## config.mk

```make
export PLATFORM = sky130hd
export DESIGN_NAME = armw_alu
export DESIGN_NICKNAME = d
export VERILOG_FILES = /design/src/hdl/atomic_read_modify_write_unit_defines.svh /design/src/hdl/armw_pkg.sv /design/src/hdl/armw_alu.sv
export SDC_FILE = /design/constraint.sdc
export NUM_CORES = 1
export LEC_CHECK = 0
export BUFFER_PORTS_ARGS = -buffer_cell sky130_fd_sc_hd__buf_4
export CORE_MARGIN = 5
export CORE_UTILIZATION = 60
export DETAILED_ROUTE_END_ITERATION = 10
export GPL_TIMING_DRIVEN = 0
export PLACE_DENSITY = 0.95
export REMOVE_ABC_BUFFERS = 1
export SYNTH_ARGS = -nofsm -noshare
export SYNTH_HDL_FRONTEND = slang
export SYNTH_SLANG_ARGS = --single-unit
```

## constraint.sdc

```tcl
create_clock -name vclk -period 11.4
set_input_delay 2.28 -clock vclk [all_inputs]
set_output_delay 2.28 -clock vclk [all_outputs]
set_load 0.05 [all_outputs]
```

## src/hdl/atomic_read_modify_write_unit_defines.svh

```systemverilog
// ----------------------------------------------------------------------------
// Atomic read-modify-write unit: assertion macros
// Concurrent check macros, empty when SYNTHESIS is defined.
// ----------------------------------------------------------------------------
`ifndef ATOMIC_READ_MODIFY_WRITE_UNIT_DEFINES_SVH
`define ATOMIC_READ_MODIFY_WRITE_UNIT_DEFINES_SVH

`ifndef SYNTHESIS
`define ARMW_ASSERT_SAME(label, clk, rst, ante, cons) \
   label: assert property (@(posedge clk) disable iff (rst) (ante) |-> (cons)) \
      else $error("armw check failed");
`define ARMW_ASSERT_NEXT(label, clk, rst, ante, cons) \
   label: assert property (@(posedge clk) disable iff (rst) (ante) |=> (cons)) \
      else $error("armw check failed");
`else
`define ARMW_ASSERT_SAME(label, clk, rst, ante, cons)
`define ARMW_ASSERT_NEXT(label, clk, rst, ante, cons)
`endif

`endif

```

## src/hdl/armw_pkg.sv

```systemverilog
// ----------------------------------------------------------------------------
// Atomic read-modify-write unit: package
// Sizes, operation codes and transaction types shared by the unit.
// ----------------------------------------------------------------------------
`default_nettype none

package armw_pkg;

   localparam int STORE_WORDS      = 1024;
   localparam int STORE_INDEX_BITS = (STORE_WORDS > 1) ? $clog2(STORE_WORDS) : 1;

   typedef logic [STORE_INDEX_BITS-1:0] store_index_type;

   typedef enum logic [2:0] {
      OP_XCHG_BYTE = 3'd0,
      OP_XCHG_WORD = 3'd1,
      OP_CAS       = 3'd2,
      OP_ADD       = 3'd3,
      OP_SUB       = 3'd4,
      OP_AND       = 3'd5,
      OP_OR        = 3'd6,
      OP_XOR       = 3'd7
   } op_type;

   typedef struct packed {
      logic [2:0]  req_type;
      logic [9:0]  word_address;
      logic [1:0]  byte_lane;
      logic [31:0] operand;
      logic [31:0] expected_value;
   } req_type;

   typedef struct packed {
      logic [31:0] previous_value;
      logic        success;
   } rsp_type;

   typedef struct packed {
      logic            en;
      store_index_type index;
      logic [31:0]     data;
   } ram_write_type;

   typedef struct packed {
      logic        write_en;
      logic [31:0] next_word;
      rsp_type     rsp;
   } alu_result_type;

endpackage

`default_nettype wire

```

## src/hdl/armw_alu.sv

```systemverilog
// ----------------------------------------------------------------------------
// Atomic read-modify-write unit: modify stage
// Computes the new word, the write enable and the response from the old word.
// ----------------------------------------------------------------------------
`default_nettype none

module armw_alu
   import armw_pkg::*;
(
   input  wire req_type        req,
   input  wire logic [31:0]    old_word,
   output alu_result_type      result
);

   logic [4:0]  shift;
   logic [31:0] mask;
   logic        in_range;

   assign shift    = {req.byte_lane, 3'b000};
   assign mask     = 32'h0000_00FF << shift;
   assign in_range = 32'(req.word_address) < 32'(STORE_WORDS);

   always_comb begin
      result.write_en           = in_range;
      result.next_word          = old_word;
      result.rsp.previous_value = old_word;
      result.rsp.success        = 1'b1;
      case (op_type'(req.req_type))
         OP_XCHG_BYTE: begin
            result.rsp.previous_value = (old_word & mask) >> shift;
            result.next_word = (old_word & ~mask) | ({24'd0, req.operand[7:0]} << shift);
         end
         OP_XCHG_WORD: result.next_word = req.operand;
         OP_CAS: begin
            if (old_word == req.expected_value) begin
               result.next_word = req.operand;
            end else begin
               result.rsp.success = 1'b0;
            end
         end
         OP_ADD:  result.next_word = old_word + req.operand;
         OP_SUB:  result.next_word = old_word - req.operand;
         OP_AND:  result.next_word = old_word & req.operand;
         OP_OR:   result.next_word = old_word | req.operand;
         OP_XOR:  result.next_word = old_word ^ req.operand;
         default: result.next_word = old_word;
      endcase
      if (!in_range) begin
         result.rsp.previous_value = 32'd0;
         result.rsp.success        = 1'b0;
      end
   end

endmodule

`default_nettype wire

```

==> summary.md, run 1 <==
| Metric | Value |
|---|---|
| Clock power share | `0` |
| Netlist Area Pre-Place | `6442 um2` |
| Hold path startpoint | `old_word[26]` |
| Die area | `12910 um2` |
| Sequential share of power | `0` |
| WL/cell | `22.68 um` |
| Min Clock Period, post-route | `just over 9 ns` |
| Hold WC Path Type | `in -> out` |
| Largest net degree at the start of global routing | `59` |
| Setup bufs post-CTS | `0` |
| Final HPWL DP | `between 20000 and 25000 um` |
| Layout cells sized above 1 | `0.1909` |
| Top post-synthesis cells by area | `ha_1 19%, xnor2_1 10%, a21oi_1 7.5%` |
| # setup viols final | `0` |
| Num sequential | `0` |
| Worst path cell trace | `buf_4 > nor2_1 > and2_1 > nor2_1 > xnor2_1 > ha_1 > nor3_1 > nor3_1 > o41ai_2 > a211oi_1 > a2bb2oi_1 > a31oi_1 > a221oi_1 > a221o_1 > buf_4` |
| Netlist cell types | `between 70 and 80` |
| Worst-margin pin slew | `1.281 ns` |
| Crit Path Max Fanout | `58` |
| Worst path required time | `9.12 ns` |
| Placer Congestion | `1.022` |
| Max Transition Viols Final | `0` |
| RSZ-0062 raised after global routing | `no` |
| Setup Crit Path Kind | `in -> out` |
| Power Total | `roughly 0.51 mW` |
| First-pass GRT wire length | `41860 um` |
| GRT Total Usage | `0.4004` |
| Layout Cells excl Fill | `1210` |
| Maxcap violations | `0` |
| Relative slew margins | `0.1461` |
| Core area | `about 10000 um2` |
| Worst path bufs/invs | `2` |
| Final nets | `1284` |
| Clock buffers | `0` |
| CP Launch Type | `primary input` |
| Dominant cell type by area after synthesis | `ha_1` |
| Fraction of power spent switching nets | `0.6396` |
| Synth warn | `0` |
| Gate Count Post-Synth | `961` |
| Final Hold Vio Count | `0` |
| Yosys top cell area share | `0.1864` |
| Register area | `0 um2` |
| Vias in the first global route | `7753` |
| # port buffers | `~170` |
| Drt total wl | `27450 um` |
| Final period util | `0.8158` |
| Placed cells | `1210` |
| Post-cts hold buffer count | `0` |
| Peak VDD IR | `around 0.000048 V` |
| Internal power | `about 0.19 mW` |
| Critical path arrival | `7.02 ns` |
| Initial antenna violation count | `0` |
| Total negative slack | `0 ns` |
| Die X | `113.6 um` |
| Net switching power | `0.3290 mW` |
| Die H | `between 100 and 150 um` |
| N_diodes | `0` |
| Gr ovfl total | `0` |
| DRC violations left | `0` |
| Vias per cell | `6.898` |
| Sequential area share after synthesis | `0` |
| Remaining antenna violation count | `0` |
| Pwr Density | `~67 nW/um2` |
| Initial Util | `0.6185` |
| CP top delay family | `compound AO/OA/AOI/OAI gates` |
| Status | `completed` |
| Critical path's largest stage delay | `just over 0.9 ns` |
| Combinational power share | `1.000` |
| Mean area per synthesized cell | `between 6 and 7 um2` |
| Max Freq | `107.5 MHz` |
| Hold path depth | `4` |
| Final Util | `0.7383` |
| Crit end category | `output pin` |
| Site Rows | `37` |
| Area grow syn2layout | `19.36%` |
| Critical-path top delay cell | `and2_1` |
| Io pins | `177` |
| DR vias | `8347` |
| Static leakage | `around 3.7 nW` |
| Hold EP | `result[27]` |
| Post-cts resize count | `0` |
| CP startpoint | `req[76]` |
| Drt pass-1 iters | `6` |
| DR iter-0 viols | `approximately 1300` |
## cells in the mapped netlist, drive strengths merged, types with 17 or more instances
library cell,instances
ha,96
a22o,21
a21oi,97
mux2i,36
inv,73
nor2,117
a221oi,21
xnor2,76
clkbuf,47
a21o,17
o21ai,69
nand2,71
a31oi,25
## cells by family (layout without fill, tap and decap cells)
group / Yosys count / in the layout / share of synthesized area
adder cells (fa/ha/maj): 97 / 97 / 0.1896
buffers and inverters: 133 / 246 / 0.08953
AND/OR/NAND/NOR: 267 / 267 / 0.1929
multiplexers: 49 / 49 / 0.07866
AO/OA/AOI/OAI: 332 / 332 / 0.3362
XOR/XNOR: 82 / 82 / 0.1126
other: 1 / 1 / 0.0005821
## worst max-delay path by stage
stage | end | slack, ns | cells after the start
detailed placement | result[61] | 2.28 | 15
floorplan | result[55] | 3.09 | 9
global route | result[61] | 1.96 | 15
finish | result[61] | 2.10 | 15
global placement | result[6] | 1.07 | 6
CTS | result[61] | 2.26 | 15
## layout by cell type (no fill, tap or decap), types with 9 or more instances in the layout
| cell | count |
|---|---|
| a221oi_1 | 21 |
| nand2_1 | 70 |
| and3_1 | 9 |
| o21ai_0 | 66 |
| mux2i_1 | 36 |
| nand3_1 | 10 |
| nand4_1 | 12 |
| o221ai_1 | 11 |
| a22oi_1 | 10 |
| ha_1 | 96 |
| a21oi_1 | 97 |
| o22ai_1 | 13 |
| xnor2_1 | 75 |
| inv_1 | 73 |
| buf_4 | 166 |
| nand2b_1 | 10 |
| a31oi_1 | 25 |
| nor2_1 | 113 |
| a22o_1 | 20 |
| a21o_1 | 17 |
| mux2_2 | 13 |
## area by class of cell
type	instances	area [um2]
Fill cell	834	2726
Multi-Input combinational cell	828	5884
Timing Repair Buffer	173	1361
Inverter	73	274.0
Tap cell	136	170.2
## layer usage
| metal | vias to the layer above | global-route usage | routed length [um] |
|---|---|---|---|
| li1 | 3719 | - | - |
| met1 | 3795 | 0.5116 | 10080 |
| met2 | 692 | 0.6329 | 11850 |
| met3 | 141 | 0.1125 | 4110 |
| met4 | 0 | 0.1619 | 1400 |
| met5 | - | 0 | 0 |
## metrics by stage
stage	setup WS, ns	hold slack [ns]	cell area (um2)
after floorplan	3.086	4.800	6140
after global placement	1.072	5.001	7556
after detailed placement	2.284	5.006	7690
after CTS	2.262	5.008	7690
after global routing	1.961	5.037	7690
final	2.100	5.011	7690
## power groups by stage
stage | Combinational (mW) | Clock (mW) | Sequential (mW)
floorplan | 0.327 | 0 | 0
global placement | 0.488 | 0 | 0
detailed placement | 0.500 | 0 | 0
CTS | 0.503 | 0 | 0
global route | 0.545 | 0 | 0
finish | 0.514 | 0 | 0
## worst min-delay path: cells and delay by family
kind	cells	cell delay, ns
buffers and inverters	3	0.41
and+or+nand+nor	1	0.05
Note: power is estimated with default switching activity, not from simulation.
==> run 2, diff against run 1 <==
CORE_UTILIZATION = 51   (was 60)
PLACE_DENSITY = 0.9   (was 0.95)
clock period = 7.8 ns   (was 11.4 ns; I/O delays follow)
==> summary.md, run 2 (synthesis results as in run 1) <==
| Metric | Value |
|---|---|
| Status | `completed` |
| Hold path startpoint | `old_word[26]` |
| Clock buffers | `0 (unchanged)` |
| Drt total wl | `26620 um (-3.0%)` |
| Final HPWL DP | `20390 um (-1.5%)` |
| Max Transition Viols Final | `0 (unchanged)` |
| Core area | `12520 um2 (+20%)` |
| Die X | `122.4 um (+7.7%)` |
| Final Hold Vio Count | `0 (unchanged)` |
| # setup viols final | `0 (unchanged)` |
| Combinational power share | `1.000 (about the same)` |
| WL/cell | `21.35 um (-5.9%)` |
| Placer Congestion | `1.052 (+3.0%)` |
| Gr ovfl total | `0 (unchanged)` |
| DR iter-0 viols | `1169 (-13%)` |
| Peak VDD IR | `0.00006602 V (+37%)` |
| Total negative slack | `0 ns (unchanged)` |
| Layout cells sized above 1 | `0.1916 (+0.0007527)` |
| Final instance area | `7750 um2 (+0.78%)` |
| # fillers | `1218 (+46%)` |
| Hold WC Path Type | `in -> out` |
| Cell Area, Placed | `7750 um2 (+0.78%)` |
| Crit Path Max Fanout | `58 (unchanged)` |
| Vias per cell | `6.579 (-4.6%)` |
| Power Total | `0.7471 mW (+45%)` |
| Setup bufs post-CTS | `0 (unchanged)` |
| Area grow syn2layout | `20.30%` |
| Vias in the first global route | `7583 (-2.2%)` |
| Post-cts hold buffer count | `0 (unchanged)` |
| Crit end category | `output pin` |
| Hold WS | `3.574 ns (-1.437 ns)` |
| Hold EP | `result[27]` |
| Io pins | `177 (unchanged)` |
| Post-cts resize count | `0 (unchanged)` |
| Clock power share | `0 (unchanged)` |
| Sequential share of power | `0 (unchanged)` |
| Static leakage | `3.706 nW (+0.18%)` |
| GRT Total Usage | `0.3390 (-0.06131)` |
| Max Freq | `130.8 MHz` |
| Worst-margin pin slew | `1.257 ns (-0.02396 ns)` |
| Relative slew margins | `0.1590 (+0.01288)` |
| Final nets | `1285 (+0.078%)` |
| Largest net degree at the start of global routing | `59 (unchanged)` |
| Placed cells | `1247 (+3.1%)` |
| Most common cell after layout, fill and taps aside | `buf_4` |
| Drt pass-1 iters | `6 (unchanged)` |
| DR vias | `8204 (-1.7%)` |
| Remaining antenna violation count | `0 (unchanged)` |
| DRC violations left | `0 (unchanged)` |
| Final period util | `0.9800` |
| Num sequential | `0 (unchanged)` |
| Site Rows | `41 (+11%)` |
| Net switching power | `0.4763 mW (+45%)` |
| Maxcap violations | `0 (unchanged)` |
| Worst path required time | `6.24 ns (-2.88 ns)` |
| Setup Crit Path Kind | `in -> out` |
| Critical path's largest stage delay | `0.56 ns (-0.36 ns)` |
| Worst path cell trace | `buf_4 > nor2_1 > and2_1 > buf_8 > nor2_1 > xnor2_1 > ha_1 > nor2b_1 > o31a_1 > o41ai_2 > a211oi_1 > a2bb2oi_1 > a31oi_1 > a221oi_1 > a221o_1 > buf_4` |
| RSZ-0062 raised after global routing | `no` |
| Most frequent cells in the layout | `166 x buf_4, 113 x nor2_1, 97 x a21oi_1` |
| Die H | `122.4 um (+7.7%)` |
| Fraction of power spent switching nets | `0.6375 (-0.002024)` |
| Min Clock Period, post-route | `7.644 ns` |
| Layout Cells excl Fill | `1247 (+3.1%)` |
| Die area | `14980 um2 (+16%)` |
| Hold path depth | `4 (unchanged)` |
| CP Launch Type | `primary input` |
| Register area | `0 um2 (unchanged)` |
| Pwr Density | `96.40 nW/um2 (+44%)` |
| Internal power | `0.2708 mW (+46%)` |
| Initial Util | `0.5147 (-0.1038)` |
| Critical-path top delay cell | `and2_1` |
| N_diodes | `0 (unchanged)` |
| # port buffers | `166 (unchanged)` |
| Critical path arrival | `6.08 ns (-0.94 ns)` |
| First-pass GRT wire length | `40740 um (-2.7%)` |
| Initial antenna violation count | `0 (unchanged)` |
==> run 2: layout make-up <==
| cell class | instances | area, um2 | area share |
|---|---|---|---|
| well taps | 172 | 215.2 | 0.02777 |
| inverters | 73 | 274.0 | 0.03536 |
| repair buffers | 174 | 1376 | 0.1776 |
| multi-input cells | 828 | 5884 | 0.7593 |
==> run 2: how the worst max path moves through the flow <==
stage	startpoint	endpoint	slack [ns]
2_1_floorplan	req[44]	result[55]	0.93
3_5_place_dp	req[77]	result[61]	0.16
5_1_grt	req[76]	result[61]	0.01
4_1_cts	req[76]	result[61]	0.15
3_3_place_gp	req[78]	result[6]	-0.88
6_report	req[76]	result[61]	0.16
==> run 2: layer usage <==
metal  routed length (um)  vias to the layer above  share of wire  GRT usage
li1                     -                     3723              -          -
met1                10330                     3762           0.39     0.4429
met2                11510                      614           0.43     0.5441
met3                 3425                      105           0.13    0.06313
met4                 1355                        0          0.051     0.1470
met5                    0                        -              0          0
==> run 2: per-stage QoR <==
| stage | util | setup slack, ns |
|---|---|---|
| CTS | 0.6192 | 0.1485 |
| finish | 0.6192 | 0.1563 |
| global route | 0.6192 | 0.01054 |
| detailed placement | 0.6192 | 0.1594 |
| global placement | 0.6073 | -0.8836 |
| floorplan | - | 0.9260 |
==> run 2: critical path: cells and delay by family <==
family / cells / cell delay, ns
adder cells (fa/ha/maj): 1 / 0.33
buffers and inverters: 3 / 0.74
XOR/XNOR: 1 / 0.13
AND/OR/NAND/NOR: 4 / 1.13
AO/OA/AOI/OAI: 7 / 2.16
==> run 2: power by group through the flow <==
stage	clock [mW]	combinational [mW]	sequential (mW)
floorplan	0	0.478	0
global placement	0	0.713	0
detailed placement	0	0.728	0
CTS	0	0.731	0
global route	0	0.797	0
finish	0	0.747	0
==> run 3, diff against run 2 <==
ABC_AREA = 1   (was not set)
CORE_UTILIZATION = 45   (was 51)
PLACE_DENSITY = 0.81   (was 0.9)
==> summary.md, run 3 <==
| Metric | Value |
|---|---|
| Status | `completed` |
| Sequential area share after synthesis | `0 (unchanged)` |
| Io pins | `177 (unchanged)` |
| RSZ-0062 raised after global routing | `no` |
| Worst path cell trace | `buf_4 > nor2_1 > nand2_1 > inv_2 > nor2_1 > xor2_1 > ha_1 > nand2_1 > nor2_1 > nand2_1 > nand3_1 > nand2_1 > nand2_1 > nand2_1 > nand3b_1 > nand3_1 > nand4_1 > buf_4` |
| Site Rows | `45 (+9.8%)` |
| Max Freq | `145.3 MHz (+11%)` |
| DRC violations left | `0 (unchanged)` |
| Vias per cell | `5.784 (-12%)` |
| Post-Synth Simple-Gate Area | `0.4373 (+0.2445)` |
| Final instance area | `8349 um2 (+7.7%)` |
| Static leakage | `4.637 nW (+25%)` |
| # setup viols final | `0 (unchanged)` |
| Main combinational cell family by area after synthesis | `simple AND/OR/NAND/NOR gates` |
| Die H | `134.8 um (+10%)` |
| Drt total wl | `30870 um (+16%)` |
| Largest net degree at the start of global routing | `41 (-31%)` |
| Min Clock Period, post-route | `6.881 ns (-0.7623 ns)` |
| Most common cell after layout, fill and taps aside | `nand2_1` |
| Relative slew margins | `0.04926 (-0.1097)` |
| Placer Congestion | `1.048 (-0.41%)` |
| N_diodes | `0 (unchanged)` |
| Dominant cell type by area after synthesis | `nand2_1` |
| Final Hold Vio Count | `0 (unchanged)` |
| GRT Total Usage | `0.3199 (-0.01917)` |
| Worst path required time | `6.24 ns (about the same)` |
| Cell Area, Placed | `8338 um2 (+7.6%)` |
| Register area | `0 um2 (unchanged)` |
| Final nets | `1650 (+28%)` |
| Mean area per synthesized cell | `5.332 um2 (-20%)` |
| Critical-path top delay cell | `inv_2` |
| CP Launch Type | `primary input` |
| Power Total | `0.7402 mW (-0.92%)` |
| Remaining antenna violation count | `0 (unchanged)` |
| Yosys top cell area share | `0.1971 (+0.01070)` |
| Total negative slack | `0 ns (unchanged)` |
| Most frequent cell on the critical path | `nand2_1` |
| Area grow syn2layout | `19.16%` |
| DR vias | `9549 (+16%)` |
| Layout cells sized above 1 | `0.1597 (-0.03191)` |
| Crit Path Max Fanout | `24 (-59%)` |
| Adder-Cell Fraction of Synth Area | `0.1743 (-0.01527)` |
| Post-cts hold buffer count | `0 (unchanged)` |
| Top post-synthesis cells by area | `nand2_1 20%, ha_1 17%, inv_1 9.5%` |
| Compound-gate portion of the synthesized area | `0.1820 (-0.1542)` |
| Final HPWL DP | `24660 um (+21%)` |
| Post-cts resize count | `0 (unchanged)` |
| Pwr Density | `88.66 nW/um2 (-8.0%)` |
| Gate Count Post-Synth | `1314 (+37%)` |
| Post-Synth XOR/XNOR Area | `0.06250 (-0.05014)` |
| Critical path arrival | `5.32 ns (-0.76 ns)` |
| Initial Util | `0.4592 (-0.05549)` |
| Netlist cell types | `44 (-38%)` |
| Most frequent cell after synthesis | `nand2_1` |
| Peak VDD IR | `0.00006750 V (+2.2%)` |
| Max Transition Viols Final | `0 (unchanged)` |
| Core area | `15260 um2 (+22%)` |
| Die area | `18170 um2 (+21%)` |
| Mux share of post-synthesis cell area | `0 (-0.07866)` |
| DR iter-0 viols | `1218 (+4.2%)` |
| Setup Crit Path Kind | `in -> out` |
| Synth cell count leaders | `368 x nand2_1, 177 x inv_1, 131 x nor2_1` |
| # port buffers | `166 (unchanged)` |
| Setup bufs post-CTS | `0 (unchanged)` |
| Die X | `134.8 um (+10%)` |
| First-pass GRT wire length | `46500 um (+14%)` |
| Drt pass-1 iters | `6 (unchanged)` |
| Critical path's largest stage delay | `0.56 ns (about the same)` |
| Clock buffers | `0 (unchanged)` |
| Gr ovfl total | `0 (unchanged)` |
| Synth warn | `0 (unchanged)` |
| Crit end category | `output pin` |
| Maxcap violations | `0 (unchanged)` |
| Vias in the first global route | `8657 (+14%)` |
| WL/cell | `18.70 um (-12%)` |
| Netlist Area Pre-Place | `7007 um2 (+8.8%)` |
| Num sequential | `0 (unchanged)` |
| Hold WS | `3.564 ns (-0.01040 ns)` |
| Initial antenna violation count | `0 (unchanged)` |
| Final period util | `0.8822 (-0.09773)` |
| Most frequent cells in the layout | `368 x nand2_1, 177 x inv_1, 166 x buf_4` |
| Hold WC Path Type | `in -> out` |
| Worst-margin pin slew | `1.426 ns (+0.1692 ns)` |
[run 3: changes by cell type in the layout (fill, tap and decap cells not counted), sizes merged, moves of 24 or more]
cell,delta
nand3,+102
nand2,+303
nand4,+32
a21oi,-32
xnor2,-56
mux2i,-36
inv,+135
xor2,+24
[run 3: per-stage QoR]
| stage | setup slack (ns) | utilization | instances |
|---|---|---|---|
| after floorplan | 1.993 | - | 1272 |
| after global placement | 1.063 | 0.5442 | 1649 |
| after global routing | 0.7340 | 0.5472 | 1651 |
| after CTS | 1.020 | 0.5465 | 1650 |
| final | 0.9187 | 0.5472 | 1651 |
| after detailed placement | 1.015 | 0.5465 | 1650 |
[run 3: path summary, 6_finish.rpt]
kind | depth (start not counted) | start | to
setup / recovery | 18 | req[76] | result[54]
hold / removal | 4 | req[42] | result[43]
[run 3: cells by family (layout without fill, tap and decap cells)]
kind of cell / count (synthesis) / after routing
simple gates: 700 / 700
buf+inv: 253 / 379
compound gates: 213 / 213
fa+ha+maj: 97 / 97
xor+xnor: 50 / 50
other cells: 1 / 1
[run 3: power by group]
group	switching (mW)	internal (mW)
registers	0	0
logic	0.509	0.232
clock network	0	0
total	0.509	0.232
[run 3: cell type report]
| class | instances | area [um2] |
|---|---|---|
| fill | 1598 | 6909 |
| multi-input combinational | 1061 | 6008 |
| timing repair buffer | 168 | 1285 |
| inverter | 211 | 792.0 |
| tap | 211 | 264.0 |
[run 3: layer usage]
metal  vias up  wire length, um  global-route usage
met5         -                0                   0
met2       662            13180              0.4997
li1       4566                -                   -
met4         0             1316              0.1222
met3        89             4136             0.05067
met1      4232            12230              0.4409
[run 3: critical path, delay by kind of cell]
family	cells	cell delay, ns
simple gates	13	2.29
buf+inv	3	0.93
fa+ha+maj	1	0.39
xor+xnor	1	0.16
